--- config.mk ---
export PLATFORM = sky130hd
export DESIGN_NAME = addressed_serial_command_parser
export DESIGN_NICKNAME = d
export VERILOG_FILES = /design/src/rtl/acp_pkg.sv /design/src/rtl/acp_ram.sv /design/src/rtl/acp_fifo.sv /design/src/rtl/acp_front.sv /design/src/rtl/acp_back.sv /design/src/rtl/addressed_serial_command_parser.sv
export SDC_FILE = /design/constraint.sdc
export NUM_CORES = 1
export LEC_CHECK = 0
export BUFFER_PORTS_ARGS = -buffer_cell sky130_fd_sc_hd__buf_4
export CAP_MARGIN = 10
export CORE_UTILIZATION = 46
export CTS_CLUSTER_DIAMETER = 40
export DETAILED_ROUTE_END_ITERATION = 12
export GPL_ROUTABILITY_DRIVEN = 0
export HOLD_SLACK_MARGIN = 0.05
export PLACE_DENSITY_LB_ADDON = 0.2
export SETUP_SLACK_MARGIN = 0.05
export SLEW_MARGIN = 20
export SYNTH_ARGS = -nofsm -noshare
export SYNTH_HDL_FRONTEND = slang
export SYNTH_SLANG_ARGS = --single-unit
--- constraint.sdc ---
create_clock -name clk -period 12.25 [get_ports clk]
set_clock_uncertainty 0.05 [all_clocks]
set_input_delay 2.45 -clock clk [delete_from_list [all_inputs] [get_ports clk]]
set_output_delay 2.45 -clock clk [all_outputs]
set_load 0.005 [all_outputs]
--- src/rtl/acp_pkg.sv ---
// Shared types, character constants and command table for the command parser.
package acp_pkg;

  // Characters the parser looks for
  localparam logic [7:0] CH_START   = 8'h61;  // 'a'
  localparam logic [7:0] CH_A       = 8'h41;
  localparam logic [7:0] CH_Z       = 8'h5A;
  localparam logic [7:0] CH_CR      = 8'h0D;
  localparam logic [7:0] CH_LF      = 8'h0A;
  localparam logic [7:0] ADDR_RESET = 8'h2A;  // '*', a wildcard

  localparam logic [15:0] TIMEOUT_RESET = 16'd1000;

  // Register map, indexed by paddr[3:2]
  localparam int          ADDR_W         = 4;
  localparam logic [1:0]  REG_ADDR_FIRST  = 2'd0;
  localparam logic [1:0]  REG_ADDR_SECOND = 2'd1;
  localparam logic [1:0]  REG_TIMEOUT     = 2'd2;

  // Long commands may fill the store except for header and one spare byte
  localparam int LIMIT_LONG_OFFSET = 6;

  localparam int NUM_CMDS = 12;

  typedef enum logic [3:0] {
    CMD_CD = 4'd0,
    CMD_CL = 4'd1,
    CMD_DC = 4'd2,
    CMD_ID = 4'd3,
    CMD_MP = 4'd4,
    CMD_P  = 4'd5,
    CMD_ST = 4'd6,
    CMD_TC = 4'd7,
    CMD_TE = 4'd8,
    CMD_TI = 4'd9,
    CMD_V  = 4'd10,
    CMD_WN = 4'd11
  } cmd_t;

  // Letters of each code; a zero second letter marks a one-letter code
  localparam logic [7:0] CMD_FIRST [NUM_CMDS] = '{
    8'h43, 8'h43, 8'h44, 8'h49, 8'h4D, 8'h50, 8'h53, 8'h54, 8'h54, 8'h54, 8'h56, 8'h57
  };
  localparam logic [7:0] CMD_SECOND [NUM_CMDS] = '{
    8'h44, 8'h4C, 8'h43, 8'h44, 8'h50, 8'h00, 8'h54, 8'h43, 8'h45, 8'h49, 8'h00, 8'h4E
  };

  typedef struct packed {
    logic hit;
    cmd_t code;
  } cmd_hit_t;

  // Fixed part of a finished frame handed from front to back
  typedef struct packed {
    logic       bank;
    cmd_t       cmd;
    logic [2:0] start;
  } frame_hdr_t;

  // Back end frees a store bank once its last result is taken in
  typedef struct packed {
    logic valid;
    logic bank;
  } bank_rel_t;

  typedef struct packed {
    logic empty;
    logic full;
  } fifo_stat_t;

  function automatic logic is_wild(input logic [7:0] a);
    is_wild = (a < CH_A) || (a > CH_Z);
  endfunction

  function automatic cmd_hit_t cmd_lookup(input logic [7:0] first, input logic [7:0] second);
    cmd_hit_t r;
    r = '{hit: 1'b0, code: CMD_CD};
    for (int i = NUM_CMDS - 1; i >= 0; i--) begin
      if (CMD_FIRST[i] == first && CMD_SECOND[i] == second) begin
        r.hit  = 1'b1;
        r.code = cmd_t'(4'(i));
      end
    end
    return r;
  endfunction

endpackage

--- src/rtl/acp_ram.sv ---
// Generic single-write, single-read RAM with registered read data.
module acp_ram #(
  parameter int WIDTH = 8,
  parameter int DEPTH = 64
) (
  input  logic                     clk,
  input  logic                     wr_en,
  input  logic [$clog2(DEPTH)-1:0] wr_addr,
  input  logic [WIDTH-1:0]         wr_data,
  input  logic                     rd_en,
  input  logic [$clog2(DEPTH)-1:0] rd_addr,
  output logic [WIDTH-1:0]         rd_data
);

  logic [WIDTH-1:0] mem [DEPTH];

  always_ff @(posedge clk) begin
    if (wr_en) begin
      mem[wr_addr] <= wr_data;
    end
    if (rd_en) begin
      rd_data <= mem[rd_addr];
    end
  end

endmodule

--- src/rtl/acp_fifo.sv ---
// Two-entry queue of finished frame descriptors between front and back.
module acp_fifo
  import acp_pkg::*;
#(
  parameter int WIDTH = 16
) (
  input  logic             clk,
  input  logic             rst,
  input  logic             push,
  input  logic [WIDTH-1:0] push_data,
  input  logic             pop,
  output logic [WIDTH-1:0] head,
  output fifo_stat_t       stat
);

  logic [WIDTH-1:0] slots [2];
  logic             wr_ptr;
  logic             rd_ptr;
  logic [1:0]       count;
  logic             do_push;
  logic             do_pop;

  assign stat.empty = (count == 2'd0);
  assign stat.full  = (count == 2'd2);
  assign do_push    = push && !stat.full;
  assign do_pop     = pop && !stat.empty;
  assign head       = slots[rd_ptr];

  // Slot storage
  always_ff @(posedge clk) begin
    if (do_push) begin
      slots[wr_ptr] <= push_data;
    end
  end

  // Pointers and occupancy
  always_ff @(posedge clk) begin
    if (rst) begin
      wr_ptr <= 1'b0;
      rd_ptr <= 1'b0;
      count  <= 2'd0;
    end else begin
      if (do_push) wr_ptr <= ~wr_ptr;
      if (do_pop)  rd_ptr <= ~rd_ptr;
      case ({do_push, do_pop})
        2'b10:   count <= count + 2'd1;
        2'b01:   count <= count - 2'd1;
        default: count <= count;
      endcase
    end
  end

endmodule

--- src/rtl/acp_front.sv ---
// Front end: takes bytes and ticks, checks the header, stores the frame, queues it.
module acp_front
  import acp_pkg::*;
#(
  parameter int FRAME_LEN = 32
) (
  input  logic                           clk,
  input  logic                           rst,
  input  logic                           in_valid,
  output logic                           in_ready,
  input  logic                           in_tick,
  input  logic [7:0]                     in_byte,
  input  logic [7:0]                     addr_first,
  input  logic [7:0]                     addr_second,
  input  logic [15:0]                    timeout_ticks,
  input  bank_rel_t                      rel,
  output logic                           wr_en,
  output logic [$clog2(FRAME_LEN):0]     wr_addr,
  output logic [7:0]                     wr_data,
  output logic                           push,
  output frame_hdr_t                     push_hdr,
  output logic [$clog2(FRAME_LEN+1)-1:0] push_count
);

  localparam int FW = $clog2(FRAME_LEN + 1);
  localparam int IW = $clog2(FRAME_LEN);

  logic [FW-1:0] fill_count,    fill_next;
  cmd_t          command_code,  code_next;
  logic          command_known, known_next;
  logic [2:0]    payload_start, start_next;
  logic [15:0]   elapsed_ticks, elapsed_next;
  logic          timer_armed,   armed_next;
  logic [7:0]    first_letter,  first_next;
  logic          bank,          bank_next;
  logic [1:0]    busy,          busy_next;

  logic          accept;
  logic          clr;
  logic          fire;
  cmd_hit_t      hit;

  // Payload length at which each command completes
  function automatic logic [FW-1:0] limit_of(input cmd_t c);
    case (c)
      CMD_CD:  limit_of = FW'(1);
      CMD_CL:  limit_of = FW'(0);
      CMD_DC:  limit_of = FW'(0);
      CMD_ID:  limit_of = FW'(2);
      CMD_MP:  limit_of = FW'(4);
      CMD_P:   limit_of = FW'(5);
      CMD_ST:  limit_of = FW'(FRAME_LEN - LIMIT_LONG_OFFSET);
      CMD_TC:  limit_of = FW'(2);
      CMD_TE:  limit_of = FW'(FRAME_LEN - LIMIT_LONG_OFFSET);
      CMD_TI:  limit_of = FW'(4);
      CMD_V:   limit_of = FW'(8);
      CMD_WN:  limit_of = FW'(1);
      default: limit_of = FW'(0);
    endcase
  endfunction

  // Stall while the bank being filled is still draining
  assign in_ready = !busy[bank];
  assign accept   = in_valid && in_ready;
  assign wr_data  = in_byte;
  assign wr_addr  = {bank, fill_count[IW-1:0]};

  // Parse one beat
  always_comb begin
    fill_next    = fill_count;
    code_next    = command_code;
    known_next   = command_known;
    start_next   = payload_start;
    elapsed_next = elapsed_ticks;
    armed_next   = timer_armed;
    first_next   = first_letter;
    bank_next    = bank;
    busy_next    = busy;
    wr_en        = 1'b0;
    clr          = 1'b0;
    fire         = 1'b0;
    push         = 1'b0;
    hit          = '{hit: 1'b0, code: CMD_CD};
    push_hdr     = '{bank: bank, cmd: command_code, start: payload_start};
    push_count   = fill_count;

    if (accept && in_tick) begin
      // Frame timeout
      if (timer_armed && fill_count != '0) begin
        if (elapsed_ticks >= timeout_ticks) begin
          clr = 1'b1;
        end else begin
          elapsed_next = elapsed_ticks + 16'd1;
        end
      end
    end else if (accept) begin
      if (in_byte == CH_CR || in_byte == CH_LF) begin
        fire = 1'b1;
      end else if (fill_count >= FW'(FRAME_LEN)) begin
        clr = 1'b1;
      end else begin
        wr_en     = 1'b1;
        fill_next = fill_count + FW'(1);
        if (fill_count == FW'(0)) begin
          if (in_byte != CH_START) begin
            clr = 1'b1;
          end else begin
            armed_next   = 1'b1;
            elapsed_next = '0;
          end
        end else if (fill_count == FW'(1)) begin
          if (!is_wild(addr_first) && in_byte != addr_first) clr = 1'b1;
        end else if (fill_count == FW'(2)) begin
          if (!is_wild(addr_second) && in_byte != addr_second) clr = 1'b1;
        end else if (fill_count == FW'(3)) begin
          // One-letter codes
          first_next = in_byte;
          hit        = cmd_lookup(in_byte, 8'h00);
          if (hit.hit) begin
            code_next  = hit.code;
            known_next = 1'b1;
            start_next = 3'd4;
          end
        end else if (fill_count == FW'(4) && !command_known) begin
          // Two-letter codes
          if (first_letter != 8'h00 && in_byte != 8'h00) begin
            hit = cmd_lookup(first_letter, in_byte);
          end
          if (hit.hit) begin
            code_next  = hit.code;
            known_next = 1'b1;
            start_next = 3'd5;
          end else begin
            clr = 1'b1;
          end
        end

        // Completion on full store or payload limit
        if (!clr) begin
          if (fill_next >= FW'(FRAME_LEN)) fire = 1'b1;
          if (known_next && fill_next >= FW'(start_next) &&
              (fill_next - FW'(start_next)) >= limit_of(code_next)) begin
            fire = 1'b1;
          end
        end
      end
    end

    // Hand a finished frame to the back end
    if (fire) begin
      push       = known_next;
      push_hdr   = '{bank: bank, cmd: code_next, start: start_next};
      push_count = fill_next;
      clr        = 1'b1;
    end
    if (push) begin
      busy_next[bank] = 1'b1;
      bank_next       = ~bank;
    end
    if (rel.valid) begin
      busy_next[rel.bank] = 1'b0;
    end

    if (clr) begin
      fill_next    = '0;
      code_next    = CMD_CD;
      known_next   = 1'b0;
      start_next   = 3'd0;
      elapsed_next = '0;
      armed_next   = 1'b0;
    end
  end

  always_ff @(posedge clk) begin
    if (rst) begin
      fill_count    <= '0;
      command_code  <= CMD_CD;
      command_known <= 1'b0;
      payload_start <= 3'd0;
      elapsed_ticks <= '0;
      timer_armed   <= 1'b0;
      bank          <= 1'b0;
      busy          <= 2'b00;
    end else begin
      fill_count    <= fill_next;
      command_code  <= code_next;
      command_known <= known_next;
      payload_start <= start_next;
      elapsed_ticks <= elapsed_next;
      timer_armed   <= armed_next;
      bank          <= bank_next;
      busy          <= busy_next;
    end
  end

  // Command letter, only read after it is written in the same frame
  always_ff @(posedge clk) begin
    first_letter <= first_next;
  end

endmodule

--- src/rtl/acp_back.sv ---
// Back end: pops frame descriptors and drains payload bytes as result beats.
module acp_back
  import acp_pkg::*;
#(
  parameter int FRAME_LEN = 32
) (
  input  logic                           clk,
  input  logic                           rst,
  input  fifo_stat_t                     q_stat,
  input  frame_hdr_t                     q_hdr,
  input  logic [$clog2(FRAME_LEN+1)-1:0] q_count,
  output logic                           pop,
  output logic                           rd_en,
  output logic [$clog2(FRAME_LEN):0]     rd_addr,
  input  logic [7:0]                     rd_data,
  output bank_rel_t                      rel,
  output logic                           out_valid,
  input  logic                           out_ready,
  output logic [3:0]                     out_cmd,
  output logic [7:0]                     out_data,
  output logic                           out_has_data,
  output logic                           out_last
);

  localparam int FW = $clog2(FRAME_LEN + 1);
  localparam int IW = $clog2(FRAME_LEN);

  typedef enum logic [2:0] {
    ST_IDLE = 3'b001,
    ST_READ = 3'b010,
    ST_LOAD = 3'b100
  } state_t;

  state_t        state, state_next;
  frame_hdr_t    hdr;
  logic [FW-1:0] count;
  logic [FW-1:0] ptr;
  logic          empty;
  logic          out_free;
  logic          load;
  logic          is_last;

  assign out_free = !out_valid || out_ready;
  assign pop      = (state == ST_IDLE) && !q_stat.empty;
  assign rd_en    = (state == ST_READ);
  assign rd_addr  = {hdr.bank, ptr[IW-1:0]};
  assign load     = (state == ST_LOAD) && out_free;
  assign is_last  = empty || (ptr + FW'(1) == count);
  assign rel      = '{valid: load && is_last, bank: hdr.bank};

  // Sequencer
  always_comb begin
    state_next = state;
    case (state)
      ST_IDLE: begin
        if (!q_stat.empty) begin
          state_next = (q_count <= FW'(q_hdr.start)) ? ST_LOAD : ST_READ;
        end
      end
      ST_READ: state_next = ST_LOAD;
      ST_LOAD: begin
        if (out_free) state_next = is_last ? ST_IDLE : ST_READ;
      end
      default: state_next = ST_IDLE;
    endcase
  end

  always_ff @(posedge clk) begin
    if (rst) begin
      state     <= ST_IDLE;
      out_valid <= 1'b0;
    end else begin
      state <= state_next;
      if (load) begin
        out_valid <= 1'b1;
      end else if (out_ready) begin
        out_valid <= 1'b0;
      end
    end
  end

  // Frame being drained
  always_ff @(posedge clk) begin
    if (pop) begin
      hdr   <= q_hdr;
      count <= q_count;
      ptr   <= FW'(q_hdr.start);
      empty <= (q_count <= FW'(q_hdr.start));
    end else if (load) begin
      ptr <= ptr + FW'(1);
    end
  end

  // Output register
  always_ff @(posedge clk) begin
    if (load) begin
      out_cmd      <= hdr.cmd;
      out_data     <= empty ? 8'h00 : rd_data;
      out_has_data <= !empty;
      out_last     <= is_last;
    end
  end

endmodule

--- src/rtl/addressed_serial_command_parser.sv ---
// Top level: configuration registers, front end, descriptor queue, frame store, back end.
// Input beats carry a received byte (tuser 0) or one time tick (tuser 1); the front end
// takes one beat per cycle and answers a frame with a run of result beats, one per payload
// byte or one empty beat (tuser 0), tlast on the final one. The frame store has two banks of
// FRAME_LEN bytes, so one frame can drain while the next arrives; input stalls only when
// the bank it would fill still holds a frame not yet drained. The back end makes each
// result beat from a store read and then a load of the output register, stalling while the
// receiver holds off; it pops the next frame only once the last beat of one is loaded.
module addressed_serial_command_parser
  import acp_pkg::*;
#(
  parameter int FRAME_LEN = 32
) (
  input  logic              clk,
  input  logic              rst,
  // Input stream
  input  logic              s_tvalid,
  output logic              s_tready,
  input  logic [7:0]        s_tdata,   // [7:0] rx_byte
  input  logic              s_tuser,   // [0] opcode
  // Result stream
  output logic              m_tvalid,
  input  logic              m_tready,
  output logic [15:0]       m_tdata,   // [3:0] command, [11:4] data_byte, [15:12] zero
  output logic              m_tuser,   // [0] has_data
  output logic              m_tlast,
  // Configuration
  input  logic              psel,
  input  logic              penable,
  input  logic              pwrite,
  input  logic [ADDR_W-1:0] paddr,
  input  logic [31:0]       pwdata,
  output logic [31:0]       prdata,
  output logic              pready
);

  localparam int FW = $clog2(FRAME_LEN + 1);
  localparam int AW = $clog2(FRAME_LEN) + 1;
  localparam int QW = $bits(frame_hdr_t) + FW;

  logic [7:0]    addr_first;
  logic [7:0]    addr_second;
  logic [15:0]   timeout_ticks;

  logic          wr_en;
  logic [AW-1:0] wr_addr;
  logic [7:0]    wr_data;
  logic          rd_en;
  logic [AW-1:0] rd_addr;
  logic [7:0]    rd_data;

  logic          push;
  frame_hdr_t    push_hdr;
  logic [FW-1:0] push_count;
  logic          pop;
  logic [QW-1:0] q_head;
  fifo_stat_t    q_stat;
  frame_hdr_t    q_hdr;
  logic [FW-1:0] q_count;
  bank_rel_t     rel;

  logic [3:0]    out_cmd;
  logic [7:0]    out_data;

  // Configuration registers
  assign pready = 1'b1;

  always_ff @(posedge clk) begin
    if (rst) begin
      addr_first    <= ADDR_RESET;
      addr_second   <= ADDR_RESET;
      timeout_ticks <= TIMEOUT_RESET;
    end else if (psel && penable && pwrite && pready) begin
      case (paddr[3:2])
        REG_ADDR_FIRST:  addr_first    <= pwdata[7:0];
        REG_ADDR_SECOND: addr_second   <= pwdata[7:0];
        REG_TIMEOUT:     timeout_ticks <= pwdata[15:0];
        default:         ;
      endcase
    end
  end

  always_comb begin
    case (paddr[3:2])
      REG_ADDR_FIRST:  prdata = {24'h0, addr_first};
      REG_ADDR_SECOND: prdata = {24'h0, addr_second};
      REG_TIMEOUT:     prdata = {16'h0, timeout_ticks};
      default:         prdata = '0;
    endcase
  end

  acp_front #(
    .FRAME_LEN(FRAME_LEN)
  ) u_front (
    .clk          (clk),
    .rst          (rst),
    .in_valid     (s_tvalid),
    .in_ready     (s_tready),
    .in_tick      (s_tuser),
    .in_byte      (s_tdata),
    .addr_first   (addr_first),
    .addr_second  (addr_second),
    .timeout_ticks(timeout_ticks),
    .rel          (rel),
    .wr_en        (wr_en),
    .wr_addr      (wr_addr),
    .wr_data      (wr_data),
    .push         (push),
    .push_hdr     (push_hdr),
    .push_count   (push_count)
  );

  acp_fifo #(
    .WIDTH(QW)
  ) u_fifo (
    .clk      (clk),
    .rst      (rst),
    .push     (push),
    .push_data({push_hdr, push_count}),
    .pop      (pop),
    .head     (q_head),
    .stat     (q_stat)
  );

  assign q_hdr   = frame_hdr_t'(q_head[QW-1:FW]);
  assign q_count = q_head[FW-1:0];

  acp_ram #(
    .WIDTH(8),
    .DEPTH(2 ** AW)
  ) u_store (
    .clk    (clk),
    .wr_en  (wr_en),
    .wr_addr(wr_addr),
    .wr_data(wr_data),
    .rd_en  (rd_en),
    .rd_addr(rd_addr),
    .rd_data(rd_data)
  );

  acp_back #(
    .FRAME_LEN(FRAME_LEN)
  ) u_back (
    .clk         (clk),
    .rst         (rst),
    .q_stat      (q_stat),
    .q_hdr       (q_hdr),
    .q_count     (q_count),
    .pop         (pop),
    .rd_en       (rd_en),
    .rd_addr     (rd_addr),
    .rd_data     (rd_data),
    .rel         (rel),
    .out_valid   (m_tvalid),
    .out_ready   (m_tready),
    .out_cmd     (out_cmd),
    .out_data    (out_data),
    .out_has_data(m_tuser),
    .out_last    (m_tlast)
  );

  assign m_tdata = {4'h0, out_data, out_cmd};

  // A finished frame always finds room in the queue
  a_queue_room: assert property (@(posedge clk) disable iff (rst) push |-> !q_stat.full)
    else $error("descriptor queue overflow");

  // An empty-payload beat is a whole run on its own
  a_empty_last: assert property (@(posedge clk) disable iff (rst)
    (m_tvalid && !m_tuser) |-> (m_tlast && m_tdata[11:4] == 8'h00))
    else $error("empty payload beat not final or carries data");

  // The bank being drained is never the one written
  a_bank_split: assert property (@(posedge clk) disable iff (rst)
    (wr_en && rd_en) |-> (wr_addr[AW-1] != rd_addr[AW-1]))
    else $error("front and back end share a store bank");

endmodule

# == Word-level counts from Yosys, hierarchy flattened ==
# Memories as Yosys holds them, arrays and structs flattened. A register that Yosys moved wholly into a read port is not among the register bits.
# Index checks and enable logic that the tools add are counted.
# classes
add_sub_neg,6
n_lt_le_gt_ge,14
eq_ne,43
muxes,153
n_bitwise,13
n_reduce_logical,63
# ops
op,count
$mux W5,32
$eq A7 B8 Y1 const A,18
$mux W16,8
$mux W3,20
$mux W4,15
$mux W6,10
$mux W1,59
$pmux W16 S3,1
$logic_and A1 B1 Y1,30
$add A16 B1 Y16 const B,1
$eq A8 B4 Y1 const B,2
$ge A16 B16 Y1,1
$gt A8 B7 Y1 const B,2
$lt A8 B7 Y1 const B,2
$ne A8 B8 Y1,2
$reduce_bool A8 Y1,2
$add A6 B1 Y6 const B,2
$eq A6 B2 Y1 const B,2
$ge A6 B6 Y1 const B,2
$not A1 Y1,10
$reduce_bool A2 Y1,5
$pmux W3 S3,1
$logic_not A1 Y1,8
$logic_not A8 Y1,1
35 further kinds,56
# totals
reg_bits,114
mem_bits_rw,540
romBits,80
inputBits,52
output_inout_bits,53
wordCells,322
memories,3
# memory_table
memory,words,width,read_ports,rd_ports_with_merged_regs,write_ports,line_no,source
u_store.mem,64,8,1,1,1,acp_ram.sv:15,logic [WIDTH-1:0] mem [DEPTH];
(no name shown),16,5,1,0,0,acp_front.sv:45,case (c)
u_fifo.slots,2,14,1,1,1,acp_fifo.sv:16,logic [WIDTH-1:0] slots [2];

# == Logic depth before layout (Yosys ltp) ==
# Gate-level depths: netlist of run 1.
# An unclocked memory read counts as a cell.
# logic_depth
depth_word,52
ltp_mapped,23
mapped_depth_nobuf,22

# == By module ==
# From an unflattened synthesis of run 1, not the netlist that was laid out.
# unflattened
cells_unflattened,1856
hier_area_um2,29061.6
# by_module_without_submodules
module,instances,cells_per_inst,area_each_um2,seq_area_each_um2
acp_ram,1,972,20270.7,15615.0
acp_front,1,501,4216.5,920.9
addressed_serial_command_parser,1,189,1722.9,640.6
acp_back,1,125,1624.1,1011.0
acp_fifo,1,69,1227.4,940.9

# == Worst setup path after synthesis of run 1 ==
# No wires, ideal clock.
# synth_path
path_kind,input -> register
startpoint,input port s_tdata[7]
endpoint,memory u_fifo.slots[1][0] in the netlist's numbering (enable)
setup_ns,0.384
arrival_ns,6.985
t_required_ns,11.816
setup_slack_ns,4.831
stages,18
path_buffers,1
path_cell_list,buf_6 or4_1 nor4_1 a311oi_2 a41oi_4 o21bai_1 ha_1 fa_1 inv_1 a211o_1 xnor2_1 ha_1 nor2_1 mux2_2 a211oi_1 o211ai_2 or3_1 nor2_1
# synth_between
elab_chain_len,52
word_cells_on_any_way,135
cone_classes,add/sub (1); order compare (2); eq/ne (14); mux (96); reduce/logical (21); memory (1)
# synth_lines
item,line_no,source
start: declaration,addressed_serial_command_parser.sv:19,"input logic [7:0] s_tdata,"
$eq A7 B8 Y1,acp_pkg.sv:79,if (CMD_FIRST[i] == first && CMD_SECOND[i] == second) begin
$logic_and A1 B1 Y1,acp_pkg.sv:79,
$mux W5 (12 in series),acp_pkg.sv:79,
$mux W5,acp_front.sv:126,if (first_letter != 8'h00 && in_byte != 8'h00) begin
$mux W5,acp_front.sv:124,end else if (fill_count == FW'(4) && !command_known) begin
$mux W5,acp_front.sv:115,end else if (fill_count == FW'(3)) begin
$mux W5,acp_front.sv:113,end else if (fill_count == FW'(2)) begin
$mux W5,acp_front.sv:111,end else if (fill_count == FW'(1)) begin
[... 25 more ...],n/a,
$mux W1,acp_front.sv:99,end else if (fill_count >= FW'(FRAME_LEN)) begin
$mux W1,acp_front.sv:97,if (in_byte == CH_CR || in_byte == CH_LF) begin
$mux W1,acp_front.sv:96,end else if (accept) begin
$mux W1,acp_front.sv:87,if (accept && in_tick) begin
$mux W1 (*),acp_front.sv:150,if (fire) begin
$logic_and A1 B1 Y1 (*),acp_fifo.sv:25,assign do_push = push && !stat.full;
$mux W1 (*),acp_fifo.sv:31,if (do_push) begin
$mux W1 (not written as such) (*),acp_fifo.sv:32,slots[wr_ptr] <= push_data;
end: declaration,acp_fifo.sv:16,
# Mark *: on every way between the ends. The rest lies on a longest branch, timed or not. The select of a mux whose other input is x is not followed.

# == Final worst setup path of run 1 ==
# layout_path
startpoint,input port s_tdata[6]
endpoint,memory u_fifo.slots[0][9] in the netlist's numbering (enable)
# Same word-level chain as after synthesis.

==> impl_metrics.toml, run 1 <==
[status]
status = "finished, final reports clean"

[critical_path]
reg2reg_from = "u_front.fill_count[0]"
reg2reg_depth = 19
cp.required_ps = 12450
crit_path_max_fanout = 72
crit_path_end_kind = "flop"
cp-startpoint = "s_tdata[6]"
arrival_ps = 8240
worst-setup-path-type = "input port to flop"
start_kind = "input port"

[placed_design]
port_buffers = 65
pre_cts_ws_ps = 3636
dp_cells = 2425
hpwlAfterDp_microns = 38070
place_area_sq_um = 29290

[synthesis]
synth_edf_count = 585
async_reset_ff_share_pct = 0
yosysMostFrequentCell = "edfxtp_1"
syn_area_per_cell_sq_um = 17.05
synth_top_area_cell = "edfxtp_1"
ys_ff_latch = 663
synth_commonest_cells = "585 x edfxtp_1, 168 x mux4_2, 133 x nor2_1"
ys_warn_count = 0
yosysSeqAreaShare_pct = 67.99
synth_cell_types = 80
yosysTopAreaCellShare_pct = 62.44
ys.flop_type = "edfxtp_1"
synth_area_leaders = "edfxtp_1 62%, mux4_2 13%, dfxtp_1 5.6%"
synthCells = 1650
syn_area_sq_um = 28130

[final_layout]
antenna_cells = 0
finalNonFillerCells = 2599
drive_gt1_share_pct = 26.09
fin_nets = 1827
area_growth_pct = 15.57
nFillCells = 4792
fin_area_sq_um = 32510

[cts]
clock-root-buffer = "clkbuf_16"
cts_max_path_buffers = 3
clkTransAtPathRegs_ps = 60
cts_tree = "done"
ctsHtreeMaxLevel = 3
cts_sinks = 663
worstSkewPairLatency_ps = 630
cts-buffers-inserted = 94
cts_setup_buffers = 0
holdBufCountCts = 0
cts_resized = 0

[global_route]
grt_pass1_wl_microns = 94630
grt_max_degree = 99
antenna_found_initial = 2
gr-total-overflow = 0
grt_pass1_vias = 15090
grt_usage_pct = 20.48

[die]
chipWidth_microns = 249.3
fp-row-count = 90
coreArea_sq_um = 60360
num_io_pins = 105
die_area_sq_um = 62160
die_h_microns = 249.3
start_util_pct = 46.61

[detailed_routing]
wirelength_met1_microns = 26700
dr.pass1.iters = 5
wl_per_cell_microns = 23.97
drt_first_iter_violations = 1178
met2WireLength_microns = 30420
antenna_left = 0
drcViolationCount = 0
wl_met3_microns = 3822
wl_microns = 62290
viasPerCell = 5.713
routed.top_layer = "met4"
vias = 14850

[sta]
finalHoldViolations = 0
max_slew_margin_pct = 25.19
fmax_mhz = 124.4
setup_violations = 0
period_share_pct = 65.64
rsz0062_at_grt = "no"
layout_min_cycle_time_ps = 8041
finalSetupTns_ps = 0
fin_ws_ps = 4209
finalMaxSlewViolations = 0
worst_pin_slew_ps = 1118

[power_and_ir_drop]
leakagePower_nw = 10.74
ir_drop_v = 0.0001049
p_per_area_nw_per_um2 = 162.7

[hold_path]
worstHoldPathType = "flop to flop"
min_from = "u_back.hdr[3]"
whs_path_depth = 0

[flow_run]
cap_violations = 0
## flip-flops by register name, indices dropped and copies added, names as in the netlist, 2 cells and up, named ones only
name / cells
u_front.fill_count: 6
u_back.state: 3
u_front.elapsed_ticks: 16
u_fifo.count: 2
u_store.rd_data: 8
u_front.payload_start: 3
timeout_ticks: 16
u_store.mem: 512
u_back.hdr: 4
u_back.out_cmd: 4
u_front.busy: 2
u_fifo.slots: 28
u_back.out_data: 8
u_back.ptr: 6
addr_first: 8
u_front.command_code: 4
addr_second: 8
u_front.first_letter: 8
u_back.count: 6
## layout make-up
| class | instances | area, sq um | share of cell area [%] |
|---|---|---|---|
| clock buffers | 113 | 2560 | 7.873 |
| clock inverters | 61 | 661.9 | 2.036 |
| inverters | 39 | 146.4 | 0.4502 |
| multi-input cells | 860 | 8418 | 25.89 |
| flip-flops and latches | 663 | 19130 | 58.83 |
| well taps | 782 | 978.4 | 3.009 |
| repair buffers | 81 | 620.6 | 1.909 |
## final timing paths
check / endpoint / slack [ps]
worst min register to register: u_back.out_cmd[0] / 380
worst min-delay path: u_back.out_cmd[0] / 380
worst max register to register: u_fifo.slots[0][9] / 5870
worst max-delay path: u_fifo.slots[0][9] / 4210
## metrics by stage
| step | total power, mW | utilization (%) | hold slack [ps] |
|---|---|---|---|
| after floorplan | 2.558 | - | 350.3 |
| after global placement | 2.606 | 48.52 | 359.5 |
| after detailed placement | 2.609 | 48.52 | 356.3 |
| after CTS | 5.331 | 53.86 | 372.4 |
| after global routing | 5.431 | 53.87 | 374.6 |
| final | 5.290 | 53.87 | 376.4 |
## kinds of logic after synthesis
kind of cell | after synthesis | synth area share, %
compound gates | 141 | 3.491
xor+xnor | 55 | 1.712
fa+ha+maj | 36 | 1.628
buf+inv | 146 | 2.401
flops | 663 | 67.99
mux | 211 | 15.06
other cells | 2 | 0.02669
simple gates | 396 | 7.694
## cell usage in the layout, fill, tap and decap left out, types with 21 or more instances in the layout
cell type / synthesis / layout
conb_1: 2 / 21
buf_4: 21 / 80
clkbuf_16: 0 / 99
inv_1: 39 / 39
mux4_2: 168 / 168
a21oi_1: 41 / 41
nand2_1: 65 / 65
edfxtp_1: 585 / 585
ha_1: 35 / 35
mux2i_1: 25 / 25
xor2_1: 40 / 40
nor2b_1: 23 / 23
o21ai_0: 24 / 24
nor2_1: 133 / 131
dfxtp_1: 78 / 77
## per-layer routing
metal / vias up / track usage (%)
met4: 0 / 6.437
met1: 7638 / 28.46
li1: 6681 / -
met5: - / 0
met3: 95 / 3.960
met2: 434 / 32.73
## power breakdown
group          total [mW]  switching (mW)  leakage, nW  internal (mW)
registers            2.46         0.00465         5.91           2.46
logic              0.0990          0.0699         3.26         0.0291
clock network        2.73            1.01         1.56           1.71
total                5.29            1.09         10.7           4.20
## critical path, cell delays in order
cell and delay [ps]:
buf_4 590, or4b_1 670, nor4_2 310, o21ai_1 210, a41oi_4 410, nor3_1 90, nor3_1 750, nand2b_1 230
o211ai_1 120, ha_1 290, nand2b_1 90, a21o_1 120, a211o_1 120, a21oi_1 60, a211oi_1 390, o211ai_2 310
or4_1 500, inv_1 480
(Power assumes the default switching activity.)
==> run 2, diff against run 1 <==
- clock period: 12.25 -> 7.6 ns (I/O delays scaled with it)
==> run 2 against run 1 <==
Compared with the run above: setup slack got worse by 3100 ps; combinational power up 65%; final cell count grew 0.62%; sequential share of layout area shrank 0.27 points; sequential power up 61%; critical path type unchanged; critical endpoint is now u_fifo.slots[1][13]; largest cell class unchanged.
==> impl_metrics.toml, run 2 (synthesized netlist as in run 1, its figures left out) <==
[cts]
clkTransAtPathRegs_ps = 50
clock-root-buffer = "clkbuf_16"
cts_sinks = 663
cts_setup_buffers = 0
holdBufCountCts = 0
ctsHtreeMaxLevel = 3
cts_resized = 0
cts-buffers-inserted = 97
cts_max_path_buffers = 3
worstSkewPairLatency_ps = 640
cts_tree = "done"

[detailed_routing]
vias = 15090
drcViolationCount = 0
wl_microns = 63900
antenna_left = 0
wl_per_cell_microns = 24.43
drt_first_iter_violations = 1190
viasPerCell = 5.769
dr.pass1.iters = 7

[sta]
max_slew_margin_pct = 33.14
finalMaxSlewViolations = 0
layout_min_cycle_time_ps = 6516
fmax_mhz = 153.5
period_share_pct = 85.74
finalHoldViolations = 0
worst_pin_slew_ps = 1001
rsz0062_at_grt = "no"
finalSetupTns_ps = 0
setup_violations = 0

[final_layout]
drive_gt1_share_pct = 26.58
multi_input_area_sq_um = 8418
layout_commonest_cell = "edfxtp_1"
final_cell_mix = "585 x edfxtp_1, 168 x mux4_2, 131 x nor2_1"
fin_area_sq_um = 32670
nFillCells = 4778
final_util_pct = 54.12
fin_nets = 1840
area_growth_pct = 16.11
largest_register_ffs = 512
regMostFlops = "u_store.mem"
regArea_sq_um = 19130
finalNonFillerCells = 2615
top_regs = "u_store.mem (512), u_fifo.slots (28)"

[die]
die_h_microns = 249.3
chipWidth_microns = 249.3
fp-row-count = 90
coreArea_sq_um = 60360
die_area_sq_um = 62160
num_io_pins = 105
start_util_pct = 46.61

[critical_path]
worst_r2r_endpoint = "u_fifo.slots[1][13]"
reg2reg_depth = 20
arrival_ps = 6790
cp_cell_sequence = "buf_4, or4_1, nor4_1, a311oi_2, a41oi_4, o21bai_1, ha_1, fa_1, inv_1, a211o_1, xnor2_1, ha_1, nor2_1, mux2_2, a211oi_1, o211ai_2, or3_1, nor2_1, buf_4"
crit_path_top_delay_cell = "or4_1"
worst-setup-path-type = "input port to flop"
cp.required_ps = 7880
crit_path_end_kind = "flop"
rrSetupSlack_ps = 1560
start_kind = "input port"
critPathMaxStageDelay_ps = 640
crit_path_max_fanout = 31
reg2reg_from = "u_front.fill_count[0]"

[hold_path]
min_to = "u_back.out_cmd[2]"
worstHoldPathType = "flop to flop"
whs_path_depth = 0
min_from = "u_back.hdr[5]"

[global_route]
grt_pass1_wl_microns = 96140
grt_pass1_vias = 15180
grt_max_degree = 119
gr-total-overflow = 0
antenna_found_initial = 3
grt_usage_pct = 20.91

[power_and_ir_drop]
leakagePower_nw = 10.83
p_per_area_nw_per_um2 = 263.5
ir_drop_v = 0.0001879

[placed_design]
hpwlAfterDp_microns = 39630
place_area_sq_um = 29370
port_buffers = 65
dp_cells = 2435

[status]
status = "finished, final reports clean"

[flow_run]
cap_violations = 0
run 2: changes by cell type in the layout (fill, tap and decap cells not counted), sizes merged:
cell      change
buf          +10
inv           +9
clkbuf        -6
clkinv        +3
clkinvlp      -1
diode         +1
run 2: worst max path at each step:
stage                     startpoint                  end  slack, ps  depth (start not counted)
final                     s_tdata[2]  u_fifo.slots[1][13]       1080                         19
after global routing      s_tdata[2]  u_fifo.slots[1][13]        740                         19
after CTS                 s_tdata[2]  u_fifo.slots[1][13]       1120                         20
after detailed placement  s_tdata[2]  u_fifo.slots[1][13]        490                         20
after global placement    s_tdata[2]  u_fifo.slots[1][13]        550                         19
after floorplan           s_tdata[7]   u_fifo.slots[1][0]       1110                         18
run 2: worst max-delay path: cells and delay by family:
family,cells,cell delay (ps)
and+or+nand+nor,5,1950
AOI/OAI and AO/OA,6,1690
adders and majority gates,3,650
buffers and inverters,3,570
muxes,1,260
xor gates and xnor gates,1,150
run 2: routing by layer:
metal  track usage (%)  vias to the layer above  wire [microns]
met5                 0                        -              11
met4             6.014                        2            1365
met3             5.016                      101            4398
met2             32.90                      487           30600
met1             29.09                     7781           27520
li1                  -                     6714               -
run 2: area by class of cell:
| class | count | share of cell area [%] |
|---|---|---|
| Timing Repair Buffer | 91 | 2.168 |
| Sequential cell | 663 | 58.56 |
| Clock buffer | 107 | 7.772 |
| Inverter | 39 | 0.4481 |
| Clock inverter | 72 | 2.279 |
| Multi-Input combinational cell | 860 | 25.77 |
| Antenna cell | 1 | 0.007660 |
| Tap cell | 782 | 2.995 |
run 2: report_power, final:
group	total, mW	switching [mW]	internal, mW
clock network	4.47	1.69	2.78
registers	3.97	0.00732	3.96
logic	0.163	0.114	0.0490
run 2: metrics by stage:
stage,setup WS [ps],total power [mW],hold slack (ps)
5_1_grt,740.6,8.826,380.5
2_1_floorplan,1111,4.123,350.3
3_3_place_gp,554.2,4.202,354.8
6_report,1084,8.606,366.3
4_1_cts,1125,8.667,368.0
3_5_place_dp,489.3,4.209,367.5
